[config.mk]
export PLATFORM = sky130hd
export DESIGN_NAME = alm_regs
export DESIGN_NICKNAME = d
export VERILOG_FILES = /design/src/hw/rtl/alm_pkg.sv /design/src/hw/rtl/alm_regs.sv
export SDC_FILE = /design/constraint.sdc
export NUM_CORES = 1
export LEC_CHECK = 0
export ABC_AREA = 1
export BUFFER_PORTS_ARGS = -buffer_cell sky130_fd_sc_hd__buf_2
export CORE_MARGIN = 4
export CORE_UTILIZATION = 45
export CTS_CLUSTER_DIAMETER = 200
export CTS_CLUSTER_SIZE = 30
export DETAILED_ROUTE_END_ITERATION = 6
export GPL_TIMING_DRIVEN = 1
export HOLD_SLACK_MARGIN = 0.1
export PLACE_DENSITY = 0.86
export SLEW_MARGIN = 20
export SYNTH_ARGS = -nofsm -noshare
export SYNTH_HDL_FRONTEND = slang
export SYNTH_SLANG_ARGS = --single-unit
[constraint.sdc]
create_clock -name clk_i -period 0.9 [get_ports clk_i]
set_clock_uncertainty 0.05 [all_clocks]
set_input_delay 0.045 -clock clk_i [delete_from_list [all_inputs] [get_ports clk_i]]
set_output_delay 0.045 -clock clk_i [all_outputs]
set_load 0.05 [all_outputs]
[src/hw/rtl/alm_pkg.sv]
`timescale 1ns / 1ps
// alm_pkg: shared constants, types and power-curve tables of the audio level meter
// no dependencies; used by every module of the block

package alm_pkg;

  localparam int unsigned MAX_SAMPLES    = 4096;
  localparam int unsigned CNT_W          = $clog2(MAX_SAMPLES + 1);
  localparam int unsigned SUM_W          = 43;
  localparam int unsigned SMP_W          = 16;
  localparam int unsigned Q16_W          = 17;
  localparam logic [Q16_W-1:0] Q16_ONE   = 17'h10000;
  localparam int unsigned POW_TABLE_BITS = 10;
  localparam int unsigned FRAC_BITS      = 16 - POW_TABLE_BITS;
  localparam int unsigned TAB_LEN        = (1 << POW_TABLE_BITS) + 1;
  localparam int unsigned IDX_W          = POW_TABLE_BITS + 1;
  localparam int unsigned DIV_W          = 48;
  localparam int unsigned DIV_CNT_W      = $clog2(DIV_W + 1);
  localparam int unsigned SQRT_W         = 33;
  localparam int unsigned LOG_FRAC       = 24;
  localparam int unsigned ADDR_W         = 5;
  localparam int unsigned DATA_W         = 32;

  localparam logic [Q16_W-1:0] GATE_RST      = 17'd393;
  localparam logic [Q16_W-1:0] RMS_CEIL_RST  = 17'd16384;
  localparam logic [Q16_W-1:0] PEAK_CEIL_RST = 17'd58982;
  localparam logic [Q16_W-1:0] WEIGHT_RST    = 17'd47186;
  localparam logic [Q16_W-1:0] ATTACK_RST    = 17'd38011;
  localparam logic [Q16_W-1:0] RELEASE_RST   = 17'd10486;

  typedef enum logic [2:0] {
    REG_GATE,
    REG_RMS_CEIL,
    REG_PEAK_CEIL,
    REG_PEAK_WEIGHT,
    REG_ATTACK,
    REG_RELEASE
  } reg_idx_e;

  typedef struct packed {
    logic [Q16_W-1:0] gate_level;
    logic [Q16_W-1:0] rms_ceiling;
    logic [Q16_W-1:0] peak_ceiling;
    logic [Q16_W-1:0] peak_weight;
    logic [Q16_W-1:0] attack_gain;
    logic [Q16_W-1:0] release_gain;
  } cfg_t;

  typedef enum logic [1:0] {
    DIV_MEAN,
    DIV_MAP_RMS,
    DIV_MAP_PEAK
  } div_sel_e;

  typedef enum logic [3:0] {
    S_IDLE,
    S_MEAN_GO,
    S_MEAN_WAIT,
    S_SQRT,
    S_MAPR_GO,
    S_MAPR_WAIT,
    S_MAPP_GO,
    S_MAPP_WAIT,
    S_ROM,
    S_MIX,
    S_WEIGHT,
    S_SMOOTH,
    S_OUT
  } state_e;

  typedef struct packed {
    logic     take;
    logic     div_start;
    div_sel_e div_sel;
    logic     map_store;
    logic     sqrt_start;
    logic     rom_rd;
    logic     mix;
    logic     weight;
    logic     smooth;
    logic     out_load;
  } cmd_t;

  typedef struct packed {
    logic div_busy;
    logic sqrt_busy;
    logic out_busy;
  } status_t;

  typedef logic [Q16_W-1:0] shape_tab_t [TAB_LEN];

  function automatic logic [63:0] isqrt64(input logic [63:0] xin);
    logic [63:0] x;
    logic [63:0] r;
    logic [63:0] b;
    x = xin;
    r = 64'd0;
    b = 64'd1 << 62;
    while (b > x) b = b >> 2;
    while (b != 64'd0) begin
      if (x >= r + b) begin
        x = x - (r + b);
        r = (r >> 1) + b;
      end else begin
        r = r >> 1;
      end
      b = b >> 2;
    end
    return r;
  endfunction

  function automatic logic [63:0] log2_q24(input logic [31:0] v);
    int          e;
    logic [63:0] m;
    logic [63:0] frac;
    e = 0;
    frac = 64'd0;
    while ((v >> e) > 32'd1) e++;
    m = {32'd0, v} << (30 - e);
    for (int k = 1; k <= int'(LOG_FRAC); k++) begin
      m = (m * m) >> 30;
      if (m >= (64'd1 << 31)) begin
        m = m >> 1;
        frac = frac | (64'd1 << (int'(LOG_FRAC) - k));
      end
    end
    return (64'(e) << LOG_FRAC) + frac;
  endfunction

  function automatic shape_tab_t build_shape(input logic [63:0] num);
    shape_tab_t  tab;
    logic [63:0] q [LOG_FRAC+1];
    logic [63:0] mag;
    logic [63:0] sc;
    logic [63:0] ip;
    logic [63:0] y;
    q[0] = 64'd0;
    q[1] = isqrt64(64'd1 << 59);
    for (int k = 2; k <= int'(LOG_FRAC); k++) q[k] = isqrt64(q[k-1] << 30);
    tab[0] = '0;
    for (int i = 1; i < int'(TAB_LEN); i++) begin
      mag = (64'(POW_TABLE_BITS) << LOG_FRAC) - log2_q24(32'(i));
      sc  = mag * num / 64'd20;
      ip  = sc >> LOG_FRAC;
      y   = 64'd1 << 30;
      for (int k = 1; k <= int'(LOG_FRAC); k++) begin
        if (sc[int'(LOG_FRAC) - k]) y = (y * q[k]) >> 30;
      end
      tab[i] = (ip + 64'd14 >= 64'd64) ? '0 : Q16_W'(y >> (ip + 64'd14));
    end
    return tab;
  endfunction

  localparam shape_tab_t RMS_SHAPE  = build_shape(64'd9);
  localparam shape_tab_t PEAK_SHAPE = build_shape(64'd11);

endpackage

[src/hw/rtl/alm_regs.sv]
`timescale 1ns / 1ps
// alm_regs: apb configuration registers of the level meter
// depends on alm_pkg

module alm_regs (
  input  logic                         clk_i,
  input  logic                         rst_ni,
  input  logic                         psel,
  input  logic                         penable,
  input  logic                         pwrite,
  input  logic [alm_pkg::ADDR_W-1:0]   paddr,
  input  logic [alm_pkg::DATA_W-1:0]   pwdata,
  output logic [alm_pkg::DATA_W-1:0]   prdata,
  output logic                         pready,
  output alm_pkg::cfg_t                cfg_o
);

  alm_pkg::cfg_t             cfg_q, cfg_d;
  alm_pkg::reg_idx_e         idx;
  logic [alm_pkg::Q16_W-1:0] wval;
  logic [alm_pkg::Q16_W-1:0] rval;

  assign pready = 1'b1;
  assign idx    = alm_pkg::reg_idx_e'(paddr[alm_pkg::ADDR_W-1:2]);
  assign wval   = pwdata[alm_pkg::Q16_W-1:0];

  always_comb begin
    cfg_d = cfg_q;
    if (psel && penable && pwrite) begin
      case (idx)
        alm_pkg::REG_GATE:        cfg_d.gate_level   = wval;
        alm_pkg::REG_RMS_CEIL:    cfg_d.rms_ceiling  = wval;
        alm_pkg::REG_PEAK_CEIL:   cfg_d.peak_ceiling = wval;
        alm_pkg::REG_PEAK_WEIGHT: cfg_d.peak_weight  = wval;
        alm_pkg::REG_ATTACK:      cfg_d.attack_gain  = wval;
        alm_pkg::REG_RELEASE:     cfg_d.release_gain = wval;
        default: ;
      endcase
    end
  end

  always_comb begin
    case (idx)
      alm_pkg::REG_GATE:        rval = cfg_q.gate_level;
      alm_pkg::REG_RMS_CEIL:    rval = cfg_q.rms_ceiling;
      alm_pkg::REG_PEAK_CEIL:   rval = cfg_q.peak_ceiling;
      alm_pkg::REG_PEAK_WEIGHT: rval = cfg_q.peak_weight;
      alm_pkg::REG_ATTACK:      rval = cfg_q.attack_gain;
      alm_pkg::REG_RELEASE:     rval = cfg_q.release_gain;
      default:                  rval = '0;
    endcase
  end

  assign prdata = alm_pkg::DATA_W'(rval);

  always_ff @(posedge clk_i or negedge rst_ni) begin
    if (!rst_ni) begin
      cfg_q.gate_level   <= alm_pkg::GATE_RST;
      cfg_q.rms_ceiling  <= alm_pkg::RMS_CEIL_RST;
      cfg_q.peak_ceiling <= alm_pkg::PEAK_CEIL_RST;
      cfg_q.peak_weight  <= alm_pkg::WEIGHT_RST;
      cfg_q.attack_gain  <= alm_pkg::ATTACK_RST;
      cfg_q.release_gain <= alm_pkg::RELEASE_RST;
    end else begin
      cfg_q <= cfg_d;
    end
  end

  assign cfg_o = cfg_q;

endmodule

Word-level counts from Yosys, hierarchy flattened
Cells that the tools add are included.

Word-level logic and storage cells: 21. Output and inout bits: 135. Input port bits: 42. Register bits: 102.

Eq/ne operators: 5. Mux-type cells: 1. Reduce and logical (&&, ||, !) cells: 9.

Operator list (count): 17-bit case mux with 6 select lines (1); 2-bit AND reduction (6); 3-bit by 2-bit equality test with 1-bit output, second input constant (2); 3-bit equality test, second input constant (2); 3-bit by 1-bit equality test with 1-bit output, second input constant (1); 3-bit zero test (1); 1-bit logical AND (2).

Depth between registers and ports, before layout
Gate-level depths: netlist of run 1.

Depth after elaboration: 3. Mapped depth: 8. Mapped depth without buffers: 6.

Worst setup path after synthesis of run 1
Ideal clock, no wire load.

Kind: reg-to-output. Start point: reg cfg_q, in the netlist cfg_o[56]. End point: out prdata[5] (netlist bit). Data required time: 805 ps. Path buffers: 0. Data arrival time: 1272 ps. Stages on the path, launching flop included: 5. Setup slack: -467 ps. Path through: dfstp_2 -> inv_1 -> o21ai_0 -> inv_1 -> nand2_1.

Cells in the longest elaborated chain, start to end: 1.

Ends and longest elaborated chain: from (decl) (line alm_regs.sv:18) `alm_pkg::cfg_t cfg_q, cfg_d;`; from (signal assigned) (line alm_regs.sv:65) `cfg_q <= cfg_d;`; 17-bit case mux with 6 select lines (line alm_regs.sv:43) `case (idx)`; to (decl) (line alm_regs.sv:13) `output logic [alm_pkg::DATA_W-1:0] prdata,`.

No other way between the ends.

Worst setup path in the final report of run 1
Start point: reg cfg_q, in the netlist cfg_o[39]. End point: out prdata[5] (netlist bit).

Same word-level chain as after synthesis.

==> impl_metrics.toml, run 1 <==
[power_and_ir_drop]
seqPwrFrac_pct = 27.8
p_switching_mw = 10.8
peakVddDrop_uv = 1730
p_leak_nw = 5.06
p_int_mw = 13.8
combPwrFrac_pct = 55.0
sw_frac_of_total_pct = 44.0
p_total_mw = 24.6
power_density_nw_per_um2 = 2350
pwr-share-clk_pct = 17.2

[grt]
gr-total-overflow = 0
grt_max_degree = 38
grt_pass1_vias = 7221
grt_pass1_wl_um = 41500
grt_use_total_pct = 40.6
antenna_found_initial = 1

[clock_tree]
htreeDepth = 3
clockBufferDepth = 2
cts_sinks = 102
cts-root-buf = "clkbuf_16"
cts-hold-fix-buffers = 18
cts_tree = "built"
cts_made_buffers = 9
clk_latency_ns = 0.37
clkTransAtPathRegs_ns = 0.08

[timing]
period_minus_slack_ns = 1.72
setup_viol = 206
worst-slew-pin-transition_ns = 0.652
final.setup.tns_ns = -51.43
worst_slack_ns = -0.823
relSlewSlack_pct = 56.2
grt_setup_unrepaired = "true"
finalHoldViolCount = 0
drv_slew = 0
hold_slack_ns = 0.0692
fin_crit_sh_pct = 191
fmax_mhz = 580

[cells_and_area]
nNetsFinal = 1019
syn2layout_area_growth_pct = 99.5
layout_commonest_cell = "nand2_1"
final_cell_mix = "168 x nand2_1, 130 x buf_6, 95 x buf_8, 61 x o21ai_1, 51 x dfrtp_2"
drive_above_1_share_pct = 59.5
largest_reg_flops = 102
fin_area_sq_um = 10500
antenna_cells = 0

[worst_setup_path]
critical-path-max-stage-delay_ns = 0.43
r2r_start = "cfg_o[84]"
rr_worst_depth = 3
cp.required_ns = 0.81
reg2reg_slack_ns = -0.28
crit_slowest_cell = "dfrtp_2"
crit_type = "reg2out"
worst_setup_path_start_kind = "register"
crit_fanout = 2
crit_chain = "nand4_1, nand2_1, nor2_2, nand2_4, buf_8"
timing.rr.end = "cfg_o[84]"
arrival_ns = 1.63
worstSetupEndpointType = "primary output"

[placed_design]
io_buffers = 143
postPlaceCellArea_sq_um = 7500
gp_congestion = 0.878
dpl.hpwl_um = 13200
place_ws_ns = -0.435

[yosys]
synth_seq_area_share_pct = 49.4
synth.avg_cell_area_sq_um = 8.01
synth_edf_count = 0
syn_area_sq_um = 5260
synthArstFlopShare_pct = 100
synth-seq-cells = 102
synth_cell_types = 24
synth_top_flop_cell = "dfrtp_1"
syn_inst = 657
yosys_warnings = 0

[floorplanning]
start_util_pct = 46.1
die_h_um = 116
rows = 39
core_sq_um = 11400
die_area_sq_um = 13500
io_pins = 177
die_x_um = 116

[run]
drv_cap = 0

[detailed_routing]
wl_per_cell_um = 32.2
vias = 7838
post-route-drc-count = 57
wl_um = 36300
dr.pass1.iters = 7
ant_nets = 0
vias_per_cell = 6.97
drtIter0Drc = 1618

[hold_path]
hold_class = "in2async"

[status]
status = "finished, violations left"
violations = "DRC, setup timing"
-- stage by stage --
stage                     cells  utilization [%]
after CTS                  1090             84.4
after detailed placement   1043             65.7
final                      1125             91.9
after global routing       1125             91.9
after global placement     1043             65.7
after floorplan             671                -
-- kinds of logic after synthesis --
family,share of synthesized area [%]
and+or+nand+nor,29.7
AOI/OAI and AO/OA,10.8
other,0.143
buffers and inverters,9.85
DFF,49.4
-- layer usage --
layer / GRT usage, % / vias up / wire length (um)
met5: 0 / - / 72
met4: 23.1 / 4 / 4400
met3: 11.0 / 440 / 5450
met2: 65.9 / 1014 / 15300
met1: 49.0 / 3609 / 11100
li1: - / 2771 / -
-- worst max-delay path: cells and delay by family, from the launching register on --
kind,cells,cell delay [ns]
AND/OR/NAND/NOR,4,0.67
flip-flops,1,0.43
buffers and inverters,1,0.15
-- repair_timing --
| item | 4_1_cts | 5_1_grt |
|---|---|---|
| setup endpoints to repair | 153 | 202 |
| pin swaps | 40 | 40 |
| setup buffers | 32 | 71 |
| cloned | 1 | 4 |
| hold endpoints to repair | 204 | 7 |
| gates resized for setup | 456 | 190 |
-- power by group through the flow --
| stage | Sequential, mW | Combinational [mW] | Clock (mW) |
|---|---|---|---|
| after global placement | 6.34 | 8.28 | 0 |
| after global routing | 6.84 | 13.8 | 4.36 |
| final | 6.85 | 13.5 | 4.25 |
| after CTS | 6.50 | 11.4 | 3.98 |
| after floorplan | 9.62 | 2.02 | 0 |
| after detailed placement | 6.39 | 8.40 | 0 |
-- cell type report --
class	count	area, sq um
tap	143	179
multi-input combinational	469	2710
clock inverter	5	58.8
inverter	41	169
clock buffer	11	243
fill	323	925
timing repair buffer	354	4470
sequential	102	2660
-- synth_stat cells, types with 2 or more instances --
library cell,count,area (sq um)
nand3_1,40,200
inv_1,38,143
conb_1,2,7.51
o21ai_1,51,255
nor2_8,4,80.1
nor2_1,28,105
nand3_4,2,35.0
buf_2,22,110
a21oi_1,10,50.1
dfrtp_1,64,1600
inv_2,2,7.51
buf_6,5,56.3
nand2_4,3,33.8
buf_1,4,15.0
dfstp_2,38,998
buf_4,20,150
clkbuf_1,8,30.0
nand4_1,41,257
nor2_4,2,22.5
nand2_1,217,815
o21ai_0,53,265
-- how the worst max path moves through the flow --
stage	from	end	slack, ns	cells past startpoint
finish	cfg_o[39]	prdata[5]	-0.82	5
global route	cfg_o[39]	prdata[5]	-0.89	5
CTS	cfg_o[4]	prdata[4]	-0.54	5
detailed placement	paddr[3]	cfg_o[16]	-0.43	7
global placement	paddr[3]	prdata[15]	-0.37	8
floorplan	cfg_o[13]	prdata[13]	-0.31	4
Power figures use the tool's default switching activity.
==> run 2, diff against run 1 <==
--- a/config.mk
+++ b/config.mk
@@ -15,6 +15,7 @@
 export GPL_TIMING_DRIVEN = 1
 export HOLD_SLACK_MARGIN = 0.1
 export PLACE_DENSITY = 0.86
+export SKIP_CTS_REPAIR_TIMING = 1
 export SLEW_MARGIN = 20
 export SYNTH_ARGS = -nofsm -noshare
 export SYNTH_HDL_FRONTEND = slang
==> run 2 against run 1 <==
Net effect:
- the flow still finishes with violations (DRC, setup timing)
- clock power decreased by 3%
- flip-flop and latch count did not move
- worst setup slack improved by 0.14 ns
- sequential power shrank 2%
- highest routed layer is now met4
- power down 6.1%
- cell area decreased by 5.1%
- wire length decreased by 21%
- sequential share of layout area rose by 1.4 points
- global-route usage shrank 13 points
- via count down 11%
- hold slack got worse by 0.022 ns
==> impl_metrics.toml, run 2 (synthesis results as in run 1) <==
[detailed_routing]
dr.pass1.iters = 7
wl_um = 28700
vias_per_cell = 6.35
ant_nets = 0
post-route-drc-count = 2
drtIter0Drc = 1042
vias = 7005
wl_per_cell_um = 26.0

[worst_setup_path]
worstSetupEndpointType = "primary output"
crit_type = "reg2out"
critical-path-max-stage-delay_ns = 0.55
reg2reg_slack_ns = -0.15
crit_slowest_cell = "dfstp_2"
cp.required_ns = 0.81
worst_setup_path_start_kind = "register"
crit_chain = "nand4_1, nand2_1, nor2_1, nand2_2, buf_8"
critPathBufInv = 1
crit_fanout = 2
arrival_ns = 1.49
critical_path.top_delay_family = "flip-flops"

[grt]
grt_pass1_wl_um = 28500
gr-total-overflow = 0
grt_max_degree = 38
busiest_layer = "met2"
met3_usage_pct = 5.28
grt_pass1_vias = 5556
grt.met2_usage_pct = 44.0
grt_use_total_pct = 27.4
antenna_found_initial = 0
grt_use_met1_pct = 36.3

[power_and_ir_drop]
p_total_mw = 23.2
power_density_nw_per_um2 = 2320
p_leak_nw = 4.86
peakVddDrop_uv = 1830

[cells_and_area]
largest_reg_flops = 102
instances_no_fill = 1104
syn2layout_area_growth_pct = 89.4
multi_input_area_sq_um = 2530
antenna_cells = 0
layout_commonest_cell = "nand2_1"
ff_latch_area_sq_um = 2660
drive_above_1_share_pct = 54.1
final_cell_mix = "175 x nand2_1, 107 x buf_6, 102 x buf_8, 82 x o21ai_1, 51 x dfrtp_2"
nNetsFinal = 998
fillers = 428

[timing]
finalHoldViolCount = 0
hold_slack_ns = 0.0472
period_minus_slack_ns = 1.59
drv_slew = 0
fmax_mhz = 631
grt_setup_unrepaired = "true"
setup_viol = 195
worst_slack_ns = -0.686
final.setup.tns_ns = -47.29
fin_crit_sh_pct = 176

[status]
violations = "DRC, setup timing"
status = "finished, violations left"

[clock_tree]
cts_made_buffers = 9
htreeDepth = 3
cts_sinks = 102
clockBufferDepth = 2
clk_latency_ns = 0.36
clkTransAtPathRegs_ns = 0.08
cts_tree = "built"
cts-root-buf = "clkbuf_16"

[placed_design]
place_ws_ns = -0.435
dpl.hpwl_um = 13200
dp.cells = 1043
io_buffers = 143
gp_congestion = 0.878

[floorplanning]
start_util_pct = 46.1
die_h_um = 116
rows = 39
die_area_sq_um = 13500
die_x_um = 116
io_pins = 177
core_sq_um = 11400

[run]
drv_cap = 0

[hold_path]
hold_class = "in2async"
run 2: cell types whose count changed in the layout (fill, tap and decap cells not counted), sizes merged:
cell    change
clkbuf      -2
buf        -21
nor2        +2
run 2: per-stage QoR:
stage	utilization [%]	instance area, sq um
2_1_floorplan	-	5590
3_5_place_dp	65.7	7500
4_1_cts	68.3	7800
3_3_place_gp	65.7	7500
6_report	87.3	9960
5_1_grt	87.3	9960
run 2: final timing paths:
kind	start	to	depth (start not counted)
worst max-delay path	cfg_o[2]	prdata[2]	5
worst min register to register	cfg_o[47]	cfg_o[47]	2
min in group clk_i	paddr[3]	cfg_o[40]	5
max in group asynchronous	rst_ni	cfg_o[27]	3
worst min-delay path	rst_ni	cfg_o[99]	2
worst max register to register	cfg_o[87]	cfg_o[87]	4
run 2: routing by layer:
layer  vias up  wire length [um]
li1       2729                 -
met4         0              2320
met3       232              3480
met1      3344              9420
met5         -                 0
met2       700             13500
run 2: where the power goes:
group | total, mW | switching [mW] | leakage (nW) | internal [mW]
clock network | 4.12 | 1.88 | 0.142 | 2.24
registers | 6.72 | 0.922 | 1.15 | 5.79
logic | 12.3 | 7.04 | 3.57 | 5.27
run 2: cell type report:
cell class | instances | share of cell area [%]
repair buffers | 331 | 41.5
flip-flops and latches | 102 | 26.7
multi-input cells | 471 | 25.4
clock buffers | 11 | 2.44
well taps | 143 | 1.80
inverters | 41 | 1.62
clock inverters | 5 | 0.590
