$ cat src/hw/rtl/alm_pkg.sv
`timescale 1ns / 1ps
// alm_pkg: shared constants, types and power-curve tables of the audio level meter
// no dependencies; used by every module of the block

package alm_pkg;

  localparam int unsigned MAX_SAMPLES    = 4096;
  localparam int unsigned CNT_W          = $clog2(MAX_SAMPLES + 1);
  localparam int unsigned SUM_W          = 43;
  localparam int unsigned SMP_W          = 16;
  localparam int unsigned Q16_W          = 17;
  localparam logic [Q16_W-1:0] Q16_ONE   = 17'h10000;
  localparam int unsigned POW_TABLE_BITS = 10;
  localparam int unsigned FRAC_BITS      = 16 - POW_TABLE_BITS;
  localparam int unsigned TAB_LEN        = (1 << POW_TABLE_BITS) + 1;
  localparam int unsigned IDX_W          = POW_TABLE_BITS + 1;
  localparam int unsigned DIV_W          = 48;
  localparam int unsigned DIV_CNT_W      = $clog2(DIV_W + 1);
  localparam int unsigned SQRT_W         = 33;
  localparam int unsigned LOG_FRAC       = 24;
  localparam int unsigned ADDR_W         = 5;
  localparam int unsigned DATA_W         = 32;

  localparam logic [Q16_W-1:0] GATE_RST      = 17'd393;
  localparam logic [Q16_W-1:0] RMS_CEIL_RST  = 17'd16384;
  localparam logic [Q16_W-1:0] PEAK_CEIL_RST = 17'd58982;
  localparam logic [Q16_W-1:0] WEIGHT_RST    = 17'd47186;
  localparam logic [Q16_W-1:0] ATTACK_RST    = 17'd38011;
  localparam logic [Q16_W-1:0] RELEASE_RST   = 17'd10486;

  typedef enum logic [2:0] {
    REG_GATE,
    REG_RMS_CEIL,
    REG_PEAK_CEIL,
    REG_PEAK_WEIGHT,
    REG_ATTACK,
    REG_RELEASE
  } reg_idx_e;

  typedef struct packed {
    logic [Q16_W-1:0] gate_level;
    logic [Q16_W-1:0] rms_ceiling;
    logic [Q16_W-1:0] peak_ceiling;
    logic [Q16_W-1:0] peak_weight;
    logic [Q16_W-1:0] attack_gain;
    logic [Q16_W-1:0] release_gain;
  } cfg_t;

  typedef enum logic [1:0] {
    DIV_MEAN,
    DIV_MAP_RMS,
    DIV_MAP_PEAK
  } div_sel_e;

  typedef enum logic [3:0] {
    S_IDLE,
    S_MEAN_GO,
    S_MEAN_WAIT,
    S_SQRT,
    S_MAPR_GO,
    S_MAPR_WAIT,
    S_MAPP_GO,
    S_MAPP_WAIT,
    S_ROM,
    S_MIX,
    S_WEIGHT,
    S_SMOOTH,
    S_OUT
  } state_e;

  typedef struct packed {
    logic     take;
    logic     div_start;
    div_sel_e div_sel;
    logic     map_store;
    logic     sqrt_start;
    logic     rom_rd;
    logic     mix;
    logic     weight;
    logic     smooth;
    logic     out_load;
  } cmd_t;

  typedef struct packed {
    logic div_busy;
    logic sqrt_busy;
    logic out_busy;
  } status_t;

  typedef logic [Q16_W-1:0] shape_tab_t [TAB_LEN];

  function automatic logic [63:0] isqrt64(input logic [63:0] xin);
    logic [63:0] x;
    logic [63:0] r;
    logic [63:0] b;
    x = xin;
    r = 64'd0;
    b = 64'd1 << 62;
    while (b > x) b = b >> 2;
    while (b != 64'd0) begin
      if (x >= r + b) begin
        x = x - (r + b);
        r = (r >> 1) + b;
      end else begin
        r = r >> 1;
      end
      b = b >> 2;
    end
    return r;
  endfunction

  function automatic logic [63:0] log2_q24(input logic [31:0] v);
    int          e;
    logic [63:0] m;
    logic [63:0] frac;
    e = 0;
    frac = 64'd0;
    while ((v >> e) > 32'd1) e++;
    m = {32'd0, v} << (30 - e);
    for (int k = 1; k <= int'(LOG_FRAC); k++) begin
      m = (m * m) >> 30;
      if (m >= (64'd1 << 31)) begin
        m = m >> 1;
        frac = frac | (64'd1 << (int'(LOG_FRAC) - k));
      end
    end
    return (64'(e) << LOG_FRAC) + frac;
  endfunction

  function automatic shape_tab_t build_shape(input logic [63:0] num);
    shape_tab_t  tab;
    logic [63:0] q [LOG_FRAC+1];
    logic [63:0] mag;
    logic [63:0] sc;
    logic [63:0] ip;
    logic [63:0] y;
    q[0] = 64'd0;
    q[1] = isqrt64(64'd1 << 59);
    for (int k = 2; k <= int'(LOG_FRAC); k++) q[k] = isqrt64(q[k-1] << 30);
    tab[0] = '0;
    for (int i = 1; i < int'(TAB_LEN); i++) begin
      mag = (64'(POW_TABLE_BITS) << LOG_FRAC) - log2_q24(32'(i));
      sc  = mag * num / 64'd20;
      ip  = sc >> LOG_FRAC;
      y   = 64'd1 << 30;
      for (int k = 1; k <= int'(LOG_FRAC); k++) begin
        if (sc[int'(LOG_FRAC) - k]) y = (y * q[k]) >> 30;
      end
      tab[i] = (ip + 64'd14 >= 64'd64) ? '0 : Q16_W'(y >> (ip + 64'd14));
    end
    return tab;
  endfunction

  localparam shape_tab_t RMS_SHAPE  = build_shape(64'd9);
  localparam shape_tab_t PEAK_SHAPE = build_shape(64'd11);

endpackage

$ cat src/hw/rtl/alm_ctrl.sv
`timescale 1ns / 1ps
// alm_ctrl: sequencer for accumulation and the end-of-run computation
// depends on alm_pkg

module alm_ctrl (
  input  logic             clk_i,
  input  logic             rst_ni,
  input  logic             in_valid_i,
  input  logic             last_i,
  output logic             in_ready_o,
  input  alm_pkg::status_t status_i,
  output alm_pkg::cmd_t    cmd_o
);

  alm_pkg::state_e state_q, state_d;

  always_comb begin
    state_d = state_q;
    case (state_q)
      alm_pkg::S_IDLE:      if (in_valid_i && last_i) state_d = alm_pkg::S_MEAN_GO;
      alm_pkg::S_MEAN_GO:   state_d = alm_pkg::S_MEAN_WAIT;
      alm_pkg::S_MEAN_WAIT: if (!status_i.div_busy) state_d = alm_pkg::S_SQRT;
      alm_pkg::S_SQRT:      if (!status_i.sqrt_busy) state_d = alm_pkg::S_MAPR_GO;
      alm_pkg::S_MAPR_GO:   state_d = alm_pkg::S_MAPR_WAIT;
      alm_pkg::S_MAPR_WAIT: if (!status_i.div_busy) state_d = alm_pkg::S_MAPP_GO;
      alm_pkg::S_MAPP_GO:   state_d = alm_pkg::S_MAPP_WAIT;
      alm_pkg::S_MAPP_WAIT: if (!status_i.div_busy) state_d = alm_pkg::S_ROM;
      alm_pkg::S_ROM:       state_d = alm_pkg::S_MIX;
      alm_pkg::S_MIX:       state_d = alm_pkg::S_WEIGHT;
      alm_pkg::S_WEIGHT:    state_d = alm_pkg::S_SMOOTH;
      alm_pkg::S_SMOOTH:    state_d = alm_pkg::S_OUT;
      alm_pkg::S_OUT:       if (!status_i.out_busy) state_d = alm_pkg::S_IDLE;
      default:              state_d = alm_pkg::S_IDLE;
    endcase
  end

  always_comb begin
    cmd_o      = '0;
    in_ready_o = 1'b0;
    case (state_q)
      alm_pkg::S_IDLE: begin
        in_ready_o = 1'b1;
        cmd_o.take = in_valid_i;
      end
      alm_pkg::S_MEAN_GO: begin
        cmd_o.div_start = 1'b1;
        cmd_o.div_sel   = alm_pkg::DIV_MEAN;
      end
      alm_pkg::S_MEAN_WAIT: begin
        cmd_o.div_sel    = alm_pkg::DIV_MEAN;
        cmd_o.sqrt_start = !status_i.div_busy;
      end
      alm_pkg::S_MAPR_GO: begin
        cmd_o.div_start = 1'b1;
        cmd_o.div_sel   = alm_pkg::DIV_MAP_RMS;
      end
      alm_pkg::S_MAPR_WAIT: begin
        cmd_o.div_sel   = alm_pkg::DIV_MAP_RMS;
        cmd_o.map_store = !status_i.div_busy;
      end
      alm_pkg::S_MAPP_GO: begin
        cmd_o.div_start = 1'b1;
        cmd_o.div_sel   = alm_pkg::DIV_MAP_PEAK;
      end
      alm_pkg::S_MAPP_WAIT: begin
        cmd_o.div_sel   = alm_pkg::DIV_MAP_PEAK;
        cmd_o.map_store = !status_i.div_busy;
      end
      alm_pkg::S_ROM:    cmd_o.rom_rd   = 1'b1;
      alm_pkg::S_MIX:    cmd_o.mix      = 1'b1;
      alm_pkg::S_WEIGHT: cmd_o.weight   = 1'b1;
      alm_pkg::S_SMOOTH: cmd_o.smooth   = 1'b1;
      alm_pkg::S_OUT:    cmd_o.out_load = !status_i.out_busy;
      default: ;
    endcase
  end

  always_ff @(posedge clk_i or negedge rst_ni) begin
    if (!rst_ni) begin
      state_q <= alm_pkg::S_IDLE;
    end else begin
      state_q <= state_d;
    end
  end

endmodule

$ cat config.mk
export PLATFORM = sky130hd
export DESIGN_NAME = alm_ctrl
export DESIGN_NICKNAME = d
export VERILOG_FILES = /design/src/hw/rtl/alm_pkg.sv /design/src/hw/rtl/alm_ctrl.sv
export SDC_FILE = /design/constraint.sdc
export NUM_CORES = 1
export LEC_CHECK = 0
export BUFFER_PORTS_ARGS = -buffer_cell sky130_fd_sc_hd__buf_4
export CORE_AREA = 10 10 47 49
export CTS_BUF_LIST = sky130_fd_sc_hd__clkbuf_8
export DETAILED_ROUTE_END_ITERATION = 8
export DIE_AREA = 0 0 57 59
export PLACE_DENSITY = 0.62
export SYNTH_ARGS = -nofsm -noshare
export SYNTH_HDL_FRONTEND = slang
export SYNTH_SLANG_ARGS = --single-unit
$ cat constraint.sdc
create_clock -name clk_i -period 2.4 [get_ports clk_i]
set_clock_uncertainty 0.05 [all_clocks]
set_input_delay 0.48 -clock clk_i [delete_from_list [all_inputs] [get_ports clk_i]]
set_output_delay 0.48 -clock clk_i [all_outputs]
set_load 0.01 [all_outputs]
# Word level (Yosys, flattened, before mapping)
# Index checks and enable logic that the tools add are counted.
totals:
  regBits: 4
  out_inout_bits: 12
  elab_cells: 46
op_classes:
  n_eq_ne: 18
  muxes: 18
  reduce_logical: 9
ops:
  columns: ["op", "count"]
  rows:
  - ["$pmux 4 s13", 1]
  - ["$mux 4", 6]
  - ["$eq 4x4->1 const B", 5]
  - ["$eq 4x3->1 const B", 4]
  - ["$ne 2x2->1 const B", 6]
  - ["$mux 1", 10]
  - ["$eq 4x2->1 const B", 2]
  - ["$reduce_and 6->1", 1]
  - ["$reduce_or 2->1", 3]
  - ["$eq 4x1->1 const B", 1]
  - ["$logic_not 4->1", 1]
  - ["$pmux 2 s2", 1]
  - ["$reduce_or 3->1", 1]
  - ["$logic_not 1->1", 2]
  - ["$logic_and 1x1->1", 1]

# Depth between registers and ports, before layout
# Gate-level depths: netlist of the first run.
depth:
  word_depth: 3
  depth_mapped: 5
  mapped_depth_nobuf: 4

# Least setup slack after synthesis of the first run
# Ideal clock, no wire load.
synth_timing:
  path_type: "register -> output"
  from: "reg state_q[1]"
  to: "out cmd_o[0] (netlist bit)"
  t_arrival_ps: 1106
  t_required_ps: 1870
  setup_slack_ps: 764
  stages_incl_launch_ff: 4
  n_path_buf: 2
  path_cell_list: "dfrtp_1 > buf_2 > buf_2 > nor4_1"
synth_lines:
  columns: ["item", "line", "text"]
  rows:
  - ["from (decl)", "alm_ctrl.sv:15", "alm_pkg::state_e state_q, state_d;"]
  - ["from (signal assigned)", "alm_ctrl.sv:80", "state_q <= alm_pkg::S_IDLE;"]
  - ["from (signal assigned)", "alm_ctrl.sv:82", "state_q <= state_d;"]
  - ["to (decl)", "alm_ctrl.sv:12", "output alm_pkg::cmd_t cmd_o"]

==> results.json, run 1 <==
{
  "outcome": "complete, no violations",
  "grt_max_degree": 18,
  "finalNetCount": 77,
  "dp_cells": 80,
  "grtUsageMet2_pct": 11.5,
  "powerDensity_mw_per_mm2": 1370,
  "synth_xor_area_share_pct": 0,
  "yosysWarnings": 0,
  "final_cell_mix": "buf_4 (18), nor2_1 (8)",
  "dieArea_mm2": 0.00336,
  "hold_violations": 0,
  "syn_area_um2": 390,
  "h-tree-depth": 1,
  "crit_path_start_kind": "flip-flop",
  "drt_pre_antenna_iters": 4,
  "cap_violations": 0,
  "clkLatencyLatePin_ns": 0.22,
  "synth.avg_cell_area_um2": 7.65,
  "layout-drive-gt1-share_pct": 35.3,
  "dp_worst_setup_slack_ns": 0.651,
  "yosys_register_bits": 4,
  "largest_reg_flops": 4,
  "vias_per_cell": 5.19,
  "synth_top_family_by_area": "simple AND/OR/NAND/NOR gates",
  "p_leak_nw": 0.261,
  "finalMaxSlewViolations": 0,
  "grt_util_met3_pct": 2.15,
  "synth_edf_count": 0,
  "clkTransAtPathRegs_ns": 0.03,
  "final_cells": 84,
  "io_buffer_count": 18,
  "yosys.area_share.adder_pct": 0,
  "die_w_um": 57,
  "worstPathRequired_ns": 1.87,
  "grt_pass1_wl_mm": 1.90,
  "crit_type": "reg2out",
  "io_pins": 19,
  "start_util_pct": 27.9,
  "synthMuxAreaShare_pct": 6.41,
  "arrival_ns": 1.48,
  "hold_slack_ns": 0.542,
  "hp-class": "in2reg",
  "wire_per_inst_um": 13.8,
  "nFillCells": 155,
  "synthSimpleGateAreaFrac_pct": 39.1,
  "syn_to_final_growth_pct": 46.8,
  "coreArea_mm2": 0.00140,
  "place_hpwl_um": 822,
  "relSlewSlack_pct": 65.2,
  "seq_area_frac_synth_pct": 25.6,
  "finalWirelength_mm": 1.16,
  "synth_ff_type": "dfrtp_1",
  "drt_iter0_drc": 4,
  "grt.overflow.total": 0,
  "clock_path_buffers": 2,
  "min_period_ns": 2.01,
  "utilization_pct": 40.9,
  "die_y_um": 59,
  "fin_ws_ns": 0.392,
  "endpoint_kind": "output port",
  "grt_use_met1_pct": 7.08,
  "synth_async_sr_flop_share_pct": 100,
  "synth_compound_area_share_pct": 21.8,
  "worst_pin_slew_ns": 0.523,
  "cts_tree": "yes",
  "finalCritPeriodShare_pct": 83.7,
  "top_register": "state_q",
  "reg_top3": "state_q x4",
  "synth_cells": 51,
  "grt_use_total_pct": 6.85,
  "ir_drop_mv": 0.703,
  "via_count": 436,
  "critPathMaxFanout": 15,
  "n_antenna_cell": 0,
  "first_global_vias": 436,
  "rows": 14,
  "cts-root-buf": "clkbuf_8",
  "gp_congestion": 0.751,
  "postCtsResizedCells": 0,
  "busiest_layer": "met2",
  "layout_commonest_cell": "buf_4",
  "rsz0062_at_grt": "false",
  "antenna_left": 0,
  "clock-sinks": 4,
  "setup_violations": 0,
  "setup_tns_ns": 0,
  "antenna_found_initial": 0,
  "synth_fp_nets": 58,
  "max_freq_mhz": 498,
  "netlist-cell-type-count": 26,
  "drc": 0,
  "numCtsBuffers": 3
}
## worst max-delay path: stages (launching register included)
cell	delay (ns)
dfrtp_1	0.63
nor2b_1	0.31
nor2b_1	0.18
buf_4	0.14
## final timing paths
kind                                        start                      to  slack, ns  cells past startpoint
max in group asynchronous                  rst_ni  state_q[1]$_DFFE_PN0P_       1.64                      2
max reg2reg                state_q[0]$_DFFE_PN0P_  state_q[0]$_DFFE_PN0P_       0.76                      4
max                        state_q[0]$_DFFE_PN0P_                cmd_o[6]       0.39                      3
min                                   status_i[1]  state_q[0]$_DFFE_PN0P_       0.54                      3
min reg2reg                state_q[3]$_DFFE_PN0P_  state_q[3]$_DFFE_PN0P_       0.74                      1
min in group asynchronous                  rst_ni  state_q[3]$_DFFE_PN0P_       0.56                      2
## metal layers
layer,part of all wire [%],wire length [um],up-vias
li1,-,-,216
met1,44,513,204
met2,47,548,14
met3,7.6,88,2
met4,0.86,10,0
met5,0,0,-
## Yosys cell counts (2+ instances only)
library cell,instances,share of area (%)
nor2_1,8,7.7
buf_2,4,5.1
dfrtp_1,4,26
nand2_1,4,3.8
nand2b_1,4,6.4
nor2b_1,4,6.4
a21oi_1,2,2.6
nor3b_1,2,3.8
nor4_1,2,3.2
## metrics by stage
step / area (um^2) / power, mW
floorplan: 390 / 0.505
global placement: 522 / 0.638
detailed placement: 522 / 0.643
CTS: 573 / 0.791
global route: 573 / 0.854
finish: 573 / 0.786
## where the power goes
| group | leakage (nW) | internal (mW) | switching (mW) | total (mW) |
|---|---|---|---|---|
| Sequential | 0.0492 | 0.102 | 0.140 | 0.242 |
| Clock | 0.0216 | 0.107 | 0.0356 | 0.143 |
| Combinational | 0.191 | 0.221 | 0.181 | 0.402 |
| Total | 0.261 | 0.430 | 0.356 | 0.786 |
## kinds of logic (layout without fill, tap and decap cells)
logic type	count (synthesis)	in the layout
AND/OR/NAND/NOR	28	28
AO/OA/AOI/OAI	11	11
flip-flops	4	4
multiplexers	2	2
buffers and inverters	6	23
## area by class of cell
class	instances	area [um^2]	share of cell area (%)
clock buffers	3	41.3	7.21
inverters	1	3.75	0.655
multi-input cells	41	263	45.9
flip-flops and latches	4	100	17.5
well taps	16	20.0	3.49
repair buffers	19	145	25.3
## repair_timing
action                                 in CTS  in global routing
endpoints found under the hold margin       2                  0
buffers inserted                            0                  0
hold buffers                                1                  0
Note: power is estimated with default switching activity, not from simulation.
==> run 2: changes to the inputs <==
--- a/config.mk
+++ b/config.mk
@@ -5,12 +5,13 @@
 export SDC_FILE = /design/constraint.sdc
 export NUM_CORES = 1
 export LEC_CHECK = 0
+export ABC_AREA = 1
 export BUFFER_PORTS_ARGS = -buffer_cell sky130_fd_sc_hd__buf_4
 export CORE_AREA = 10 10 47 49
 export CTS_BUF_LIST = sky130_fd_sc_hd__clkbuf_8
 export DETAILED_ROUTE_END_ITERATION = 8
 export DIE_AREA = 0 0 57 59
-export PLACE_DENSITY = 0.62
+export PLACE_DENSITY = 0.63
 export SYNTH_ARGS = -nofsm -noshare
 export SYNTH_HDL_FRONTEND = slang
 export SYNTH_SLANG_ARGS = --single-unit
==> constraint.sdc (replaced) <==
create_clock -name clk_i -period 1.6 [get_ports clk_i]
set_clock_uncertainty 0.05 [all_clocks]
set_input_delay 0.32 -clock clk_i [delete_from_list [all_inputs] [get_ports clk_i]]
set_output_delay 0.32 -clock clk_i [all_outputs]
set_load 0.01 [all_outputs]
==> results.json, run 2 <==
{
  "outcome": "complete, no violations",
  "h-tree-depth": 1,
  "dr.max_layer_used": "met4",
  "synth_top_area_share_pct": 26.6,
  "hold_violations": 0,
  "start_util_pct": 26.9,
  "reg2reg_to": "state_q[1]$_DFFE_PN0P_",
  "worst_pin_slew_ns": 0.200,
  "endpoint_kind": "output port",
  "crit_end": "cmd_o[5]",
  "max_freq_mhz": 650,
  "synth.avg_cell_area_um2": 6.38,
  "met1_length_um": 530,
  "layout-drive-gt1-share_pct": 51.8,
  "grt_use_total_pct": 6.46,
  "crit_type": "reg2out",
  "clock_path_buffers": 2,
  "synth_edf_count": 0,
  "drc": 0,
  "synth_area_leader_cell": "dfrtp_1",
  "setup_tns_ns": 0,
  "fin_ws_ns": 0.0606,
  "grt_max_degree": 8,
  "seq_area_frac_synth_pct": 26.6,
  "r2r-start": "state_q[1]$_DFFE_PN0P_",
  "io_buffer_count": 18,
  "finalPower_mw": 1.37,
  "setup_violations": 0,
  "path_delay_family": "flip-flops",
  "clkTransAtPathRegs_ns": 0.03,
  "wl_met3_um": 63,
  "path_depth": 4,
  "largest_reg_flops": 4,
  "layout_commonest_cell": "buf_4",
  "rr_worst_depth": 8,
  "relSlewSlack_pct": 86.6,
  "wl_met2_um": 553,
  "crit_slowest_cell": "dfrtp_2",
  "n_antenna_cell": 0,
  "cts-root-buf": "clkbuf_8",
  "io_pins": 19,
  "synth_cells": 59,
  "finalCritPeriodShare_pct": 96.2,
  "crit_chain": "inv_4 -> nand2_2 -> nor3_1 -> buf_4",
  "critPathMaxFanout": 6,
  "worstPathRequired_ns": 1.23,
  "antenna_left": 0,
  "r2r_setup_slack_ns": 0.32,
  "cp_num_buf_inv": 2,
  "synth_area_leaders": "dfrtp_1 (27%), nand2_1 (16%), nor2_1 (9.0%)",
  "wire_per_inst_um": 11.6,
  "die_y_um": 59,
  "final_cells": 101,
  "die_w_um": 57,
  "cap_violations": 0,
  "gp_congestion": 0.839,
  "dp_worst_setup_slack_ns": 0.153,
  "finalMaxSlewViolations": 0,
  "crit_path_max_incr_delay_ns": 0.45,
  "netlist-cell-type-count": 16,
  "final_cell_mix": "buf_4 (22), nand2_1 (14), nor2_1 (9), nand2_2 (6), nand3_1 (5)",
  "min_period_ns": 1.54,
  "synth_fp_nets": 66,
  "yosys_register_bits": 4,
  "synthMostInstantiatedCell": "nand2_1",
  "grt_pass1_wl_mm": 1.85,
  "numCtsBuffers": 3,
  "rows": 14,
  "arrival_ns": 1.17,
  "hp-class": "in2reg",
  "top_register": "state_q",
  "place_hpwl_um": 891,
  "antenna_found_initial": 0,
  "syn_area_um2": 377,
  "finalWirelength_mm": 1.18,
  "drt_iter0_drc": 7,
  "crit_path_start_kind": "flip-flop",
  "coreArea_mm2": 0.00140,
  "cts_tree": "yes",
  "first_global_vias": 435,
  "drt_pre_antenna_iters": 4,
  "ir_drop_mv": 0.894,
  "p_leak_nw": 0.332,
  "crit_start": "state_q[0]$_DFFE_PN0P_",
  "finalNetCount": 94,
  "dp_cells": 93,
  "powerDensity_mw_per_mm2": 2150,
  "clock-sinks": 4,
  "clkLatencyLatePin_ns": 0.21,
  "yosysWarnings": 0,
  "netlist_top_cells_count": "nand2_1 (16), nor2_1 (9), nand3_1 (5)",
  "synth_async_sr_flop_share_pct": 100,
  "grt.overflow.total": 0,
  "dieArea_mm2": 0.00336,
  "synth_ff_type": "dfrtp_1",
  "vias_per_cell": 4.69,
  "reg_top3": "state_q x4",
  "hold_slack_ns": 0.372,
  "syn_to_final_growth_pct": 69.8,
  "via_count": 474
}
## run 2: worst min-delay path by stage
| stage | end | depth (start not counted) | start | slack (ns) |
|---|---|---|---|---|
| after floorplan | state_q[0]$_DFFE_PN0P_ | 0 | rst_ni | -0.03 |
| after global placement | state_q[1]$_DFFE_PN0P_ | 1 | rst_ni | 0.07 |
| after detailed placement | state_q[1]$_DFFE_PN0P_ | 1 | rst_ni | 0.07 |
| after CTS | state_q[3]$_DFFE_PN0P_ | 3 | status_i[0] | 0.36 |
| after global routing | state_q[1]$_DFFE_PN0P_ | 2 | rst_ni | 0.39 |
| final | state_q[3]$_DFFE_PN0P_ | 3 | status_i[0] | 0.37 |
## run 2: through the flow
step / util, % / cell area (um^2)
3_5_place_dp: 37.9 / 532
4_1_cts: 42.1 / 589
5_1_grt: 45.6 / 639
6_report: 45.6 / 639
2_1_floorplan: - / 377
3_3_place_gp: 37.9 / 532
## run 2: timing repair
action / CTS / global route
endpoints found under the hold margin: 4 / 0
endpoints found under the setup margin: 4 / 4
resized for setup: 2 / 7
setup buffers: 0 / 4
pin swaps: 0 / 1
hold buffers: 1 / 0
## run 2: layout make-up
type | count | area, um^2
timing repair buffer | 23 | 175
tap | 16 | 20.0
multi-input combinational | 49 | 274
fill | 162 | 762
sequential | 4 | 104
inverter | 6 | 25.0
clock buffer | 3 | 41.3
## run 2: logic make-up after synthesis
logic type / after synthesis / share of synthesized area (%)
flops: 4 / 26.6
compound gates: 5 / 10.3
simple gates: 44 / 57.1
buf+inv: 6 / 5.98
## run 2: tightest hold or removal path, stage by stage
cell     delay, ns
buf_4         0.10
nand3_2       0.09
nand2_1       0.09
## run 2: power by group
group          switching [mW]  internal (mW)
Combinational           0.521          0.385
Clock                  0.0466          0.160
Sequential             0.0960          0.164
## run 2: metal layers
layer  track usage, %  vias up
li1                 -      245
met1             7.30      208
met2             10.9       19
met3             1.93        2
met4             3.02        0
met5                0        -
==> run 3: changes to the inputs <==
--- a/config.mk
+++ b/config.mk
@@ -12,6 +12,7 @@
 export DETAILED_ROUTE_END_ITERATION = 8
 export DIE_AREA = 0 0 57 59
 export PLACE_DENSITY = 0.63
+export SLEW_MARGIN = 25
 export SYNTH_ARGS = -nofsm -noshare
 export SYNTH_HDL_FRONTEND = slang
 export SYNTH_SLANG_ARGS = --single-unit
==> constraint.sdc (replaced) <==
create_clock -name clk_i -period 1.6 [get_ports clk_i]
set_clock_uncertainty 0.05 [all_clocks]
set_input_delay 0 -clock clk_i [delete_from_list [all_inputs] [get_ports clk_i]]
set_output_delay 0 -clock clk_i [all_outputs]
set_load 0.01 [all_outputs]
==> results.json, run 3 (synthesis results as in run 2) <==
{
  "hold_start": "status_i[0]",
  "n_antenna_cell": 0,
  "stdcell_area_um2": 583,
  "coreArea_mm2": 0.00140,
  "wire_per_inst_um": 10.7,
  "antenna_left": 0,
  "rows": 14,
  "setup_violations": 0,
  "postCtsResizedCells": 0,
  "numCtsBuffers": 3,
  "place_hpwl_um": 852,
  "hold_violations": 0,
  "met1_length_um": 502,
  "worst_pin_slew_ns": 0.277,
  "crit_type": "reg2out",
  "cts_tree": "yes",
  "clkTransAtPathRegs_ns": 0.03,
  "clkLatencyLatePin_ns": 0.21,
  "layout_commonest_cell": "buf_4",
  "grt.overflow.total": 0,
  "wl_met2_um": 454,
  "cp_num_buf_inv": 2,
  "r2r_setup_slack_ns": 0.30,
  "reg_top3": "state_q x4",
  "largest_reg_flops": 4,
  "hold_end": "state_q[3]$_DFFE_PN0P_",
  "gp_congestion": 0.885,
  "worstPathRequired_ns": 1.55,
  "antenna_found_initial": 0,
  "crit_path_start_kind": "flip-flop",
  "max_freq_mhz": 736,
  "critPathMaxFanout": 7,
  "syn_to_final_growth_pct": 54.8,
  "vias_per_cell": 4.60,
  "layout-drive-gt1-share_pct": 40.7,
  "finalWirelength_mm": 1.04,
  "drc": 0,
  "cap_violations": 0,
  "via_count": 446,
  "min_period_ns": 1.36,
  "reg2reg_to": "state_q[2]$_DFFE_PN0P_",
  "finalNetCount": 90,
  "cts-root-buf": "clkbuf_8",
  "ir_drop_mv": 1.01,
  "dieArea_mm2": 0.00336,
  "wl_met3_um": 82,
  "io_buffer_count": 18,
  "die_y_um": 59,
  "clock-sinks": 4,
  "relSlewSlack_pct": 81.6,
  "grt_max_degree": 8,
  "io_pins": 19,
  "dpl_cell_area_um2": 532,
  "final_cell_mix": "buf_4 (18), nand2_1 (16), nor2_1 (9), nand3_1 (5)",
  "whs_path_depth": 3,
  "crit_chain": "nor2_2 -> inv_2 -> nor3_1 -> buf_4",
  "arrival_ns": 1.31,
  "setup_tns_ns": 0,
  "first_global_vias": 412,
  "path_delay_family": "flip-flops",
  "drt_iter0_drc": 8,
  "rr_worst_depth": 7,
  "crit_path_max_incr_delay_ns": 0.46,
  "grt_use_total_pct": 5.64,
  "start_util_pct": 26.9,
  "endpoint_kind": "output port",
  "finalMaxSlewViolations": 0,
  "hp-class": "in2reg",
  "finalCritPeriodShare_pct": 84.9,
  "clock_path_buffers": 2,
  "outcome": "complete, no violations",
  "drt_pre_antenna_iters": 4,
  "powerDensity_mw_per_mm2": 2090,
  "grt_pass1_wl_mm": 1.61,
  "top_register": "state_q",
  "crit_slowest_cell": "dfrtp_1",
  "p_leak_nw": 0.313,
  "r2r-start": "state_q[1]$_DFFE_PN0P_",
  "dr.max_layer_used": "met3",
  "die_w_um": 57,
  "h-tree-depth": 1,
  "rsz0062_at_grt": "false"
}
[run 3: stage by stage]
step / setup slack (ns) / total power, mW / hold slack, ns / cells / util, %
2_1_floorplan: 0.438 / 0.765 / -0.346 / 59 / -
3_3_place_gp: 0.316 / 1.02 / -0.251 / 93 / 37.9
3_5_place_dp: 0.305 / 1.02 / -0.253 / 93 / 37.9
4_1_cts: 0.233 / 1.24 / 0.0246 / 97 / 41.6
5_1_grt: 0.191 / 1.32 / 0.0412 / 97 / 41.6
6_report: 0.241 / 1.22 / 0.0223 / 97 / 41.6
[run 3: power breakdown]
| group | leakage (nW) | total, mW | switching, mW | internal, mW |
|---|---|---|---|---|
| registers | 0.0500 | 0.240 | 0.0840 | 0.156 |
| logic | 0.241 | 0.776 | 0.469 | 0.308 |
| clock network | 0.0216 | 0.204 | 0.0443 | 0.160 |
[run 3: final cells by class]
cell class	count	area (um^2)
fill	166	818
multi-input combinational	49	254
timing repair buffer	19	145
sequential	4	100
clock buffer	3	41.3
inverter	6	22.5
tap	16	20.0
[run 3: timing repair]
item / in CTS / in global routing
hold buffers: 1 / 0
setup buffers: 0 / 0
hold endpoints to repair: 4 / 0
setup endpoints to repair: 0 / 0
[run 3: worst register-to-register path, cell delays in order, from the launching register on]
cell and delay, ns:
dfrtp_1 0.46, nor2_2 0.27, nand3_1 0.12, nand2_2 0.11, nor2_4 0.05, nand2_2 0.07, nand2_1 0.05, nand2_1 0.06
[run 3: metal layers]
| layer | up-vias | global-route usage [%] |
|---|---|---|
| met3 | 0 | 2.15 |
| met4 | 0 | 3.02 |
| met2 | 18 | 8.06 |
| met1 | 189 | 7.07 |
| li1 | 239 | - |
| met5 | - | 0 |
[run 3: how the worst max path moves through the flow]
stage	end	startpoint	cells past startpoint	slack [ns]
finish	cmd_o[0]	state_q[1]$_DFFE_PN0P_	4	0.24
global route	cmd_o[0]	state_q[1]$_DFFE_PN0P_	4	0.19
detailed placement	state_q[0]$_DFFE_PN0P_	state_q[1]$_DFFE_PN0P_	6	0.30
floorplan	state_q[1]$_DFFE_PN0P_	state_q[1]$_DFFE_PN0P_	7	0.44
CTS	cmd_o[0]	state_q[1]$_DFFE_PN0P_	4	0.23
global placement	state_q[1]$_DFFE_PN0P_	state_q[1]$_DFFE_PN0P_	6	0.32
